### src/hw/rtl/abff_pkg.sv
package abff_pkg;

    localparam int NUM_WORDS_DEF = 16;
    localparam int WORD_BITS_DEF = 64;

    localparam int ACT_W  = 3;
    localparam int IDX_W  = 10;
    localparam int WIU_W  = 5;

    localparam logic [WIU_W-1:0] WIU_RESET = 5'd16;

    // action codes
    localparam logic [ACT_W-1:0] ACT_SET        = 3'd0;
    localparam logic [ACT_W-1:0] ACT_CLEAR      = 3'd1;
    localparam logic [ACT_W-1:0] ACT_TEST       = 3'd2;
    localparam logic [ACT_W-1:0] ACT_FIND_CLEAR = 3'd3;
    localparam logic [ACT_W-1:0] ACT_FIND_SET   = 3'd4;
    localparam logic [ACT_W-1:0] ACT_CLEAR_ALL  = 3'd5;
    localparam logic [ACT_W-1:0] ACT_SET_ALL    = 3'd6;

    typedef struct packed {
        logic [ACT_W-1:0] action;
        logic [IDX_W-1:0] bit_index;
    } in_item_t;

    typedef struct packed {
        logic             bit_value;
        logic             found;
        logic [IDX_W-1:0] found_index;
        logic             all_clear;
        logic             all_set;
    } out_item_t;

    // per-word status from the shared word unit
    typedef struct packed {
        logic has_one;
        logic is_zero;
        logic is_ones;
    } word_stat_t;

endpackage

### src/hw/rtl/abff_ram.sv
module abff_ram #(
    parameter int WIDTH = 64,
    parameter int DEPTH = 16,
    localparam int ADDR_W = (DEPTH > 1) ? $clog2(DEPTH) : 1
) (
    input  logic              clk,
    input  logic              we,
    input  logic [ADDR_W-1:0] waddr,
    input  logic [WIDTH-1:0]  wdata,
    input  logic              re,
    input  logic [ADDR_W-1:0] raddr,
    output logic [WIDTH-1:0]  rdata
);

    logic [WIDTH-1:0] mem [DEPTH];

    always_ff @(posedge clk)
    begin
        if (we)
        begin
            mem[waddr] <= wdata;
        end
        if (re)
        begin
            rdata <= mem[raddr];
        end
    end

endmodule

### src/hw/rtl/abff_word_unit.sv
module abff_word_unit #(
    parameter int WORD_BITS = abff_pkg::WORD_BITS_DEF,
    localparam int POS_W = $clog2(WORD_BITS)
) (
    input  logic [WORD_BITS-1:0] word,
    input  logic                 invert,
    output abff_pkg::word_stat_t stat,
    output logic [POS_W-1:0]     pos
);

    logic [WORD_BITS-1:0] srch;
    logic [WORD_BITS-1:0] lowest;

    // isolate the lowest one with a two's complement, then encode it
    assign srch   = invert ? ~word : word;
    assign lowest = srch & (~srch + {{(WORD_BITS-1){1'b0}}, 1'b1});

    always_comb
    begin
        pos = '0;
        for (int b = 0; b < WORD_BITS; b++)
        begin
            if (lowest[b])
            begin
                pos = pos | POS_W'(b);
            end
        end
    end

    assign stat.has_one = |srch;
    assign stat.is_zero = ~|word;
    assign stat.is_ones = &word;

endmodule

### src/hw/rtl/allocation_bitmap_find_first_unit.sv
// Allocation bitmap with find-first-clear / find-first-set, one item at a time.
// Each item runs through states in order: a find or unused code goes straight to the scan,
// set/clear/test splits the index, reads and modifies the word (skipped outside the store),
// then scans; clear/set all fills every word first. The scan reads one word a cycle.
// The next input is taken only once the result has gone to the output register.
// Reset: asynchronous; a clearing pass then zeroes every word of the store.
module allocation_bitmap_find_first_unit #(
    parameter int NUM_WORDS = abff_pkg::NUM_WORDS_DEF,
    parameter int WORD_BITS = abff_pkg::WORD_BITS_DEF
) (
    input  logic                       clk,
    input  logic                       rst_n,
    input  logic                       in_valid,
    output logic                       in_ready,
    input  abff_pkg::in_item_t         in_item,
    output logic                       out_valid,
    input  logic                       out_ready,
    output abff_pkg::out_item_t        out_item,
    input  logic                       cfg_valid,
    output logic                       cfg_ready,
    input  logic [abff_pkg::WIU_W-1:0] cfg_data
);

    localparam int IDX_W  = abff_pkg::IDX_W;
    localparam int ACT_W  = abff_pkg::ACT_W;
    localparam int WIU_W  = abff_pkg::WIU_W;
    localparam int POS_W  = $clog2(WORD_BITS);
    localparam int ADDR_W = (NUM_WORDS > 1) ? $clog2(NUM_WORDS) : 1;
    localparam int CNT_W  = $clog2(NUM_WORDS + 1);
    localparam int CMP_W  = (CNT_W > WIU_W) ? CNT_W : WIU_W;
    // floor reciprocal: the quotient estimate is low by at most one
    localparam int RSH    = 16;
    localparam int PROD_W = IDX_W + RSH + 1;
    localparam logic [RSH:0] RECIP = (RSH + 1)'((1 << RSH) / WORD_BITS);

    typedef enum logic [8:0] {
        S_INIT   = 9'b000000001,
        S_IDLE   = 9'b000000010,
        S_DIV    = 9'b000000100,
        S_SPLIT  = 9'b000001000,
        S_READ   = 9'b000010000,
        S_MODIFY = 9'b000100000,
        S_FILL   = 9'b001000000,
        S_SCAN   = 9'b010000000,
        S_DONE   = 9'b100000000
    } state_t;

    state_t state_reg, state_next;

    logic [ACT_W-1:0]  act_reg,   act_next;
    logic [IDX_W-1:0]  bidx_reg,  bidx_next;
    logic [IDX_W-1:0]  q_reg,     q_next;
    logic [IDX_W-1:0]  word_reg,  word_next;
    logic [POS_W-1:0]  pos_reg,   pos_next;
    logic [CMP_W-1:0]  cnt_reg,   cnt_next;
    logic              rdv_reg,   rdv_next;
    logic [IDX_W-1:0]  base_reg,  base_next;
    logic              found_reg, found_next;
    logic [IDX_W-1:0]  fidx_reg,  fidx_next;
    logic              aclr_reg,  aclr_next;
    logic              aset_reg,  aset_next;
    logic              bval_reg,  bval_next;
    logic              fval_reg,  fval_next;
    logic [WIU_W-1:0]  wiu_reg;
    logic              ovld_reg,  ovld_next;
    abff_pkg::out_item_t oitem_reg, oitem_next;

    logic                 ram_we;
    logic [ADDR_W-1:0]    ram_waddr;
    logic [WORD_BITS-1:0] ram_wdata;
    logic                 ram_re;
    logic [ADDR_W-1:0]    ram_raddr;
    logic [WORD_BITS-1:0] ram_rdata;

    abff_pkg::word_stat_t wstat;
    logic [POS_W-1:0]     wpos;
    logic                 is_find;

    logic [CMP_W-1:0]     n_words;
    logic [PROD_W-1:0]    recip_prod;
    logic [IDX_W-1:0]     split_prod;
    logic [IDX_W-1:0]     split_rem;
    logic [WORD_BITS-1:0] bit_mask;

    abff_ram #(
        .WIDTH (WORD_BITS),
        .DEPTH (NUM_WORDS)
    ) u_ram (
        .clk   (clk),
        .we    (ram_we),
        .waddr (ram_waddr),
        .wdata (ram_wdata),
        .re    (ram_re),
        .raddr (ram_raddr),
        .rdata (ram_rdata)
    );

    // shared word unit: inspects whichever word the RAM returned this cycle
    abff_word_unit #(
        .WORD_BITS (WORD_BITS)
    ) u_word (
        .word   (ram_rdata),
        .invert (act_reg == abff_pkg::ACT_FIND_CLEAR),
        .stat   (wstat),
        .pos    (wpos)
    );

    assign is_find = (act_reg == abff_pkg::ACT_FIND_CLEAR) ||
                     (act_reg == abff_pkg::ACT_FIND_SET);

    // words covered by searches and checks; a count above the store clamps
    always_comb
    begin
        if (CMP_W'(wiu_reg) > CMP_W'(NUM_WORDS))
        begin
            n_words = CMP_W'(NUM_WORDS);
        end
        else
        begin
            n_words = CMP_W'(wiu_reg);
        end
    end

    // bit index split into word and position, two registered steps
    assign recip_prod = PROD_W'(bidx_reg) * PROD_W'(RECIP);
    assign split_prod = IDX_W'(q_reg * WORD_BITS);
    assign split_rem  = bidx_reg - split_prod;
    assign bit_mask   = {{(WORD_BITS-1){1'b0}}, 1'b1} << pos_reg;

    assign in_ready  = (state_reg == S_IDLE);
    assign cfg_ready = 1'b1;
    assign out_valid = ovld_reg;
    assign out_item  = oitem_reg;

    always_comb
    begin
        state_next = state_reg;
        act_next   = act_reg;
        bidx_next  = bidx_reg;
        q_next     = q_reg;
        word_next  = word_reg;
        pos_next   = pos_reg;
        cnt_next   = cnt_reg;
        rdv_next   = 1'b0;
        base_next  = base_reg;
        found_next = found_reg;
        fidx_next  = fidx_reg;
        aclr_next  = aclr_reg;
        aset_next  = aset_reg;
        bval_next  = bval_reg;
        fval_next  = fval_reg;
        ovld_next  = ovld_reg && !out_ready;
        oitem_next = oitem_reg;

        ram_we    = 1'b0;
        ram_waddr = cnt_reg[ADDR_W-1:0];
        ram_wdata = {WORD_BITS{fval_reg}};
        ram_re    = 1'b0;
        ram_raddr = cnt_reg[ADDR_W-1:0];

        case (state_reg)
            S_INIT:
            begin
                // zero the store one word a cycle
                ram_we    = 1'b1;
                ram_wdata = '0;
                cnt_next  = cnt_reg + CMP_W'(1);
                if (cnt_reg == CMP_W'(NUM_WORDS - 1))
                begin
                    cnt_next   = '0;
                    state_next = S_IDLE;
                end
            end

            S_IDLE:
            begin
                cnt_next   = '0;
                base_next  = '0;
                found_next = 1'b0;
                fidx_next  = '0;
                aclr_next  = 1'b1;
                aset_next  = 1'b1;
                bval_next  = 1'b0;
                if (in_valid)
                begin
                    act_next  = in_item.action;
                    bidx_next = in_item.bit_index;
                    case (in_item.action)
                        abff_pkg::ACT_SET,
                        abff_pkg::ACT_CLEAR,
                        abff_pkg::ACT_TEST:
                        begin
                            state_next = S_DIV;
                        end
                        abff_pkg::ACT_CLEAR_ALL:
                        begin
                            fval_next  = 1'b0;
                            state_next = S_FILL;
                        end
                        abff_pkg::ACT_SET_ALL:
                        begin
                            fval_next  = 1'b1;
                            state_next = S_FILL;
                        end
                        default:
                        begin
                            state_next = S_SCAN;
                        end
                    endcase
                end
            end

            S_DIV:
            begin
                q_next     = recip_prod[RSH +: IDX_W];
                state_next = S_SPLIT;
            end

            S_SPLIT:
            begin
                // correct the low estimate with one compare and subtract
                if (split_rem >= IDX_W'(WORD_BITS))
                begin
                    word_next = q_reg + IDX_W'(1);
                    pos_next  = POS_W'(split_rem - IDX_W'(WORD_BITS));
                end
                else
                begin
                    word_next = q_reg;
                    pos_next  = POS_W'(split_rem);
                end
                // outside the store: drop the access, report status only
                if (32'(word_next) < 32'(NUM_WORDS))
                begin
                    state_next = S_READ;
                end
                else
                begin
                    state_next = S_SCAN;
                end
            end

            S_READ:
            begin
                ram_re     = 1'b1;
                ram_raddr  = word_reg[ADDR_W-1:0];
                state_next = S_MODIFY;
            end

            S_MODIFY:
            begin
                ram_waddr = word_reg[ADDR_W-1:0];
                case (act_reg)
                    abff_pkg::ACT_SET:
                    begin
                        ram_we    = 1'b1;
                        ram_wdata = ram_rdata | bit_mask;
                    end
                    abff_pkg::ACT_CLEAR:
                    begin
                        ram_we    = 1'b1;
                        ram_wdata = ram_rdata & ~bit_mask;
                    end
                    default:
                    begin
                        bval_next = ram_rdata[pos_reg];
                    end
                endcase
                state_next = S_SCAN;
            end

            S_FILL:
            begin
                ram_we   = 1'b1;
                cnt_next = cnt_reg + CMP_W'(1);
                if (cnt_reg == CMP_W'(NUM_WORDS - 1))
                begin
                    cnt_next   = '0;
                    state_next = S_SCAN;
                end
            end

            S_SCAN:
            begin
                // issue one read a cycle; inspect the word from the cycle before
                if (cnt_reg < n_words)
                begin
                    ram_re   = 1'b1;
                    rdv_next = 1'b1;
                    cnt_next = cnt_reg + CMP_W'(1);
                end
                if (rdv_reg)
                begin
                    if (!wstat.is_zero)
                    begin
                        aclr_next = 1'b0;
                    end
                    if (!wstat.is_ones)
                    begin
                        aset_next = 1'b0;
                    end
                    if (is_find && !found_reg && wstat.has_one)
                    begin
                        found_next = 1'b1;
                        fidx_next  = base_reg + IDX_W'(wpos);
                    end
                    base_next = base_reg + IDX_W'(WORD_BITS);
                end
                if (!(cnt_reg < n_words) && !rdv_reg)
                begin
                    state_next = S_DONE;
                end
            end

            S_DONE:
            begin
                // hold until the output register is free
                if (!ovld_reg || out_ready)
                begin
                    ovld_next              = 1'b1;
                    oitem_next.bit_value   = bval_reg;
                    oitem_next.found       = found_reg;
                    oitem_next.found_index = fidx_reg;
                    oitem_next.all_clear   = aclr_reg;
                    oitem_next.all_set     = aset_reg;
                    state_next             = S_IDLE;
                end
            end

            default:
            begin
                state_next = S_IDLE;
            end
        endcase
    end

    always_ff @(posedge clk or negedge rst_n)
    begin
        if (!rst_n)
        begin
            state_reg <= S_INIT;
            cnt_reg   <= '0;
            rdv_reg   <= 1'b0;
            ovld_reg  <= 1'b0;
            wiu_reg   <= abff_pkg::WIU_RESET;
        end
        else
        begin
            state_reg <= state_next;
            cnt_reg   <= cnt_next;
            rdv_reg   <= rdv_next;
            ovld_reg  <= ovld_next;
            if (cfg_valid)
            begin
                wiu_reg <= cfg_data;
            end
        end
    end

    always_ff @(posedge clk)
    begin
        act_reg   <= act_next;
        bidx_reg  <= bidx_next;
        q_reg     <= q_next;
        word_reg  <= word_next;
        pos_reg   <= pos_next;
        base_reg  <= base_next;
        found_reg <= found_next;
        fidx_reg  <= fidx_next;
        aclr_reg  <= aclr_next;
        aset_reg  <= aset_next;
        bval_reg  <= bval_next;
        fval_reg  <= fval_next;
        oitem_reg <= oitem_next;
    end

endmodule

### config.mk
export PLATFORM = sky130hd
export DESIGN_NAME = allocation_bitmap_find_first_unit
export DESIGN_NICKNAME = d
export VERILOG_FILES = /design/src/hw/rtl/abff_pkg.sv /design/src/hw/rtl/abff_ram.sv /design/src/hw/rtl/abff_word_unit.sv /design/src/hw/rtl/allocation_bitmap_find_first_unit.sv
export SDC_FILE = /design/constraint.sdc
export NUM_CORES = 2
export LEC_CHECK = 0
export BUFFER_PORTS_ARGS = -buffer_cell sky130_fd_sc_hd__buf_2
export CAP_MARGIN = 40
export CORE_MARGIN = 2
export CORE_UTILIZATION = 55
export CTS_CLUSTER_SIZE = 16
export DETAILED_ROUTE_END_ITERATION = 10
export HOLD_SLACK_MARGIN = 0.05
export PLACE_DENSITY = 0.71
export SYNTH_ARGS = -nofsm -noshare
export SYNTH_HDL_FRONTEND = slang
export SYNTH_SLANG_ARGS = --single-unit
### constraint.sdc
create_clock -name clk -period 11.35 [get_ports clk]
set_clock_uncertainty 0.2 [all_clocks]
set_input_delay 1.135 -clock clk [delete_from_list [all_inputs] [get_ports clk]]
set_output_delay 1.135 -clock clk [all_outputs]
set_load 0.02 [all_outputs]
# After elaboration in Yosys (flattened, before gate mapping)
# Memory sizes are Yosys's and may differ from the RTL's. A register that Yosys moved wholly into a read port is not among the register bits.
# Index checks and enable logic that the tools add are counted.
[totals] memories=1 inputBits=23 ram_bits=1024 register_bits=87
[classes] add_sub_neg=7 mux=151 n_shift=1 magnitude_cmp=5 n_eq_ne=29 bitwise_logic=6 n_reduce_logical=33
[mem_list] name="u_ram.mem" words=16 word_bits=64 read_ports=1 rd_ports_with_merged_regs=1 wr=1 line="abff_ram.sv:15" rtl="logic [WIDTH-1:0] mem [DEPTH];"
[op_table] op="one-hot mux 64 bit (2 select lines)" n=2
[op_table] op="two-way mux 6 bit" n=34
[op_table] op="inverter 64 bit" n=3
[op_table] op="AND 64 bit" n=2
[op_table] op="two-way mux 64 bit" n=2
[op_table] op="OR reduction 64 bit" n=2
[op_table] op="two-way mux 9 bit" n=13
[op_table] op="two-way mux 5 bit" n=23
[op_table] op="two-way mux 10 bit" n=10
[op_table] op="one-hot mux 9 bit (9 select lines)" n=1
[op_table] op="adder 64 x 1 -> 64 bit, second input constant" n=1
[op_table] op="bitwise OR 64 bit" n=1
[op_table] op="AND reduction 64 bit" n=1
[op_table] op="<< shifter 1 x 6 -> 64 bit, first input constant" n=1
[op_table] op="two-way mux 4 bit" n=10
[op_table] op="one-hot mux 10 bit (2 select lines)" n=2
[op_table] op="two-way mux 1 bit" n=33
[op_table] op="two-way mux 14 bit" n=2
[op_table] op="!= test 2 bit, second input constant" n=11
[op_table] op="one-hot mux 5 bit (4 select lines)" n=1
[op_table] op="two-way mux 3 bit" n=6
[op_table] op="one-hot mux 8 bit (2 select lines)" n=1
[op_table] op="one-hot mux 1 bit (2 select lines)" n=7
[op_table] op="AND reduction 3 bit" n=4
[op_table] op="other kinds (38)" n=59

# Depth between registers and ports, before layout
[logic_depth] word_depth=75 ltp_mapped=13 ltp_nobuf=10

# Cells and area by module
# A second synthesis with hierarchy kept.
[unflattened] cells_unflattened=2823 hier_area_um2=49338.6
[by_module_without_submodules] mod="abff_ram" area_per_inst_um2=40223.6 n_inst=1 cells_per_inst=1647 seq_area_each_um2=32671.3
[by_module_without_submodules] mod="allocation_bitmap_find_first_unit" area_per_inst_um2=5715.5 n_inst=1 cells_per_inst=630 seq_area_each_um2=2329.7
[by_module_without_submodules] mod="abff_word_unit" area_per_inst_um2=3399.5 n_inst=1 cells_per_inst=546 seq_area_each_um2=0.0

# Worst setup path before layout
# No wires, ideal clock.
[synth_timing] kind="register -> register" from="reg state_reg[1]" to="mem u_ram.mem[1][0], enable pin" arrival_time_ns=4.338 n_path_buf=1 period_less_slack_ns=5.024 setup_time_ns=0.487 stages_incl_launch_ff=9 path_slack_ns=6.326 cell_sequence="dfrtp_1 nor4_2 nand2b_1 nor2_1 nand3_1 clkbuf_1 nor3b_1 o21ai_0 nor2_1"
[synth_via] elab_chain_len=5 elab_cells_between_ends=8
[synth_lines] item="from (decl)" line="allocation_bitmap_find_first_unit.sv:48" rtl="state_t state_reg, state_next;"
[synth_lines] item="from (signal assigned)" line="allocation_bitmap_find_first_unit.sv:349" rtl="state_reg <= state_next;"
[synth_lines] item="equality test 9 x 7 -> 1 bit / equality test 9 x 1 -> 1 bit (equally long branches)" line="allocation_bitmap_find_first_unit.sv:161" rtl="case (state_reg)"
[synth_lines] item="OR reduction 2 bit (no line)"
[synth_lines] item="one-hot mux 1 bit (2 select lines)" line="allocation_bitmap_find_first_unit.sv:161"
[synth_lines] item="two-way mux 1 bit" line="abff_ram.sv:19" rtl="if (we)"
[synth_lines] item="two-way mux 1 bit (implied by the code)" line="abff_ram.sv:21" rtl="mem[waddr] <= wdata;"
[synth_lines] item="to (decl)" line="abff_ram.sv:15"
# Parallel ways exist; a longest one is shown, timed or not.

# Worst setup path in the final report
[layout_timing] from="reg state_reg[1]" to="mem u_ram.mem[5][42], enable pin"
# The elaborated chain is that of the path after synthesis.

==> flow_metrics.env <==
export IMPL_status="finished, final reports clean"
export IMPL_period_needed_ns=5.09
export IMPL_synth_flop_cell="edfxtp_1"
export IMPL_cts_made_buffers=111
export IMPL_fin_nets=3036
export IMPL_fp_dieH_um=303
export IMPL_syn_instance_count=2900
export IMPL_top_layer="met4"
export IMPL_synth_edf_count=1148
export IMPL_ys_ff_latch=1169
export IMPL_p_sw_mw=2.98
export IMPL_dr_first_iter_drc_count=3527
export IMPL_critPathBufInv=3
export IMPL_cts_resized=0
export IMPL_hold_buffers=0
export IMPL_largest_reg_flops=1024
export IMPL_crit_arrival_ns=5.20
export IMPL_crit_path_max_fanout=24
export IMPL_clk_latency_ns=0.70
export IMPL_yosys_cell_count_top_type="edfxtp_1"
export IMPL_grt_max_degree=161
export IMPL_start_kind="flip-flop"
export IMPL_syn_area_sq_um=49300
export IMPL_whs_ns=0.190
export IMPL_rows=109
export IMPL_cts_sinks=1169
export IMPL_clock_fmax_mhz=197
export IMPL_post_cts_repair_setup_buffers=0
export IMPL_dpl_cell_area_sq_um=51500
export IMPL_initial_core_util=0.557
export IMPL_clkSlewWorstSetupHoldPaths_ns=0.06
export IMPL_htree_levels=3
export IMPL_setup_viol=0
export IMPL_ys_warn_count=0
export IMPL_hold_viol=0
export IMPL_netlist_area_leader_share=0.700
export IMPL_syn_nets=2936
export IMPL_dr_wl_met3_um=12100
export IMPL_core_area_sq_um=88500
export IMPL_drive_gt1_frac=0.223
export IMPL_crit_type="reg -> reg"
export IMPL_switching_share=0.268
export IMPL_cts_root_buf="clkbuf_16"
export IMPL_vias=28700
export IMPL_grt_pass1_vias=28100
export IMPL_n_fill_cell=6138
export IMPL_rsz0062_at_grt="false"
export IMPL_antenna_left=0
export IMPL_dp_cells=4050
export IMPL_dr_wl_met2_um=59200
export IMPL_internal_power_mw=8.16
export IMPL_drv_slew=0
export IMPL_synth_area_leaders="edfxtp_1 70%, mux4_2 13%, a211oi_1 2.0%, nand2_1 1.9%, nor2_1 1.2%"
export IMPL_slowest_delay_ns=0.64
export IMPL_cp_cell_sequence="nor4_2 -> nand2b_1 -> nor2_1 -> nand3_1 -> o21ai_0 -> o21ai_0 -> buf_2 -> nor2_4 -> buf_4 -> buf_4"
export IMPL_cpMaxStageDelayCell="nor2_4"
export IMPL_drc=0
export IMPL_p_clk_frac=0.337
export IMPL_first_pass_iters=6
export IMPL_drt_wl_total_um=127000
export IMPL_relSlewSlack=0.190
export IMPL_yosysTopAreaCell="edfxtp_1"
export IMPL_drt_vias_per_instance=6.73
export IMPL_top_register="u_ram.mem"
export IMPL_clock_path_buffers=3
export IMPL_syn_avg_cell_area_sq_um=17.0
export IMPL_synth_commonest_cells="1148 x edfxtp_1, 277 x mux4_2, 247 x nand2_1"
export IMPL_path_delay_family="simple AND/OR/NAND/NOR gates"
export IMPL_fin_cells=4264
export IMPL_die_x_um=303
export IMPL_overflow=0
export IMPL_crit_required_ns=11.47
export IMPL_grt_util_all_layers=0.280
export IMPL_period_share=0.448
export IMPL_synth_cell_type_count=74
export IMPL_dp_hpwl_um=74300
export IMPL_dieArea_sq_um=92000
export IMPL_area_delta_synth_final_pct=12.1
export IMPL_portBuffers=38
export IMPL_peakVddDrop_v=0.000202
export IMPL_synthArstFlopShare=0.0180
export IMPL_grt_pass1_wl_um=187000
export IMPL_post_drt_wl_per_cell_um=29.9
export IMPL_power_density_nw_per_um2=202
export IMPL_antenna_found_initial=0
export IMPL_stdcell_area_sq_um=55200
export IMPL_sequentialPowerShare=0.463
export IMPL_cts_tree="built"
export IMPL_setup_tns_ns=0
export IMPL_hold_class="in -> async"
export IMPL_p_leak_nw=17.6
export IMPL_combPwrFrac=0.200
export IMPL_worst_pin_slew_ns=1.22
export IMPL_cp_end_kind="flip-flop"
export IMPL_pin_count=40
export IMPL_fin_util=0.624
export IMPL_finalWeightedCongestion=1.03
export IMPL_drv_cap=0
export IMPL_met1Wirelength_um=51500
export IMPL_yosysSeqAreaShare=0.710
-- cell usage in the layout (no fill, tap or decap), types with 27 or more instances in the layout --
master | netlist | layout
edfxtp_1 | 1148 | 1148
mux4_2 | 277 | 277
nand2_1 | 247 | 247
nor2_1 | 164 | 147
a211oi_1 | 134 | 134
clkbuf_16 | 0 | 113
buf_4 | 12 | 109
o21ai_0 | 99 | 98
a31oi_1 | 82 | 82
and2_1 | 75 | 75
nor3_1 | 67 | 66
buf_2 | 33 | 63
inv_1 | 41 | 41
nor4_1 | 36 | 35
a21oi_1 | 29 | 29
nand3_1 | 29 | 28
clkinv_1 | 0 | 27
-- power groups by stage --
stage	Combinational [mW]	Sequential (mW)	Clock, mW
2_1_floorplan	1.75	5.12	0
3_5_place_dp	2.23	5.23	0
6_report	2.23	5.16	3.76
5_1_grt	2.41	5.16	3.98
4_1_cts	2.24	5.14	3.81
3_3_place_gp	2.18	5.23	0
-- metrics by stage --
stage | power (mW) | worst slack (ns)
6_report | 11.1 | 6.26
5_1_grt | 11.5 | 5.94
4_1_cts | 11.2 | 6.21
3_5_place_dp | 7.47 | 6.29
3_3_place_gp | 7.41 | 6.31
2_1_floorplan | 6.87 | 6.33
-- per-layer routing --
| metal | GRT usage | vias up |
|---|---|---|
| met4 | 0.105 | 0 |
| li1 | - | 11900 |
| met3 | 0.0473 | 249 |
| met1 | 0.410 | 14900 |
| met2 | 0.430 | 1615 |
| met5 | 0 | - |
-- cell type report --
class	instances	area, sq um	area share
sequential	1169	35000	0.634
clock buffer	136	2960	0.0537
clock inverter	75	777	0.0141
timing repair buffer	183	1390	0.0252
tap	1165	1460	0.0264
antenna	1	2.50	0.0000453
multi-input combinational	1494	13500	0.244
inverter	41	154	0.00279
-- worst paths after layout --
path                       slack (ns)  cells after the start                     start                         end
hold / removal                   0.19                      1                     rst_n           rdv_reg$_DFF_PN0_
hold reg to reg                  0.21                      0     bidx_reg[3]$_DFFE_PP_        pos_reg[3]$_DFFE_PP_
setup reg to reg                 6.26                     10  state_reg[1]$_DFFE_PN0P_  u_ram.mem[5][42]$_DFFE_PP_
setup / recovery                 6.26                     10  state_reg[1]$_DFFE_PN0P_  u_ram.mem[5][42]$_DFFE_PP_
min in group clk                 0.21                      0     bidx_reg[3]$_DFFE_PP_        pos_reg[3]$_DFFE_PP_
max in group asynchronous       10.40                      1                     rst_n    state_reg[0]$_DFFE_PN1P_
-- cell families (layout without fill, tap and decap cells) --
family,Yosys count,after routing,share of synthesized area
other,1,2,0.0000761
DFF,1169,1169,0.710
buffers and inverters,237,435,0.0204
xor gates and xnor gates,18,18,0.00320
AOI/OAI and AO/OA,417,417,0.0559
adders and majority gates,13,13,0.00345
muxes,294,294,0.130
and+or+nand+nor,751,751,0.0763
No activity file was read; power rests on OpenSTA's default activity.
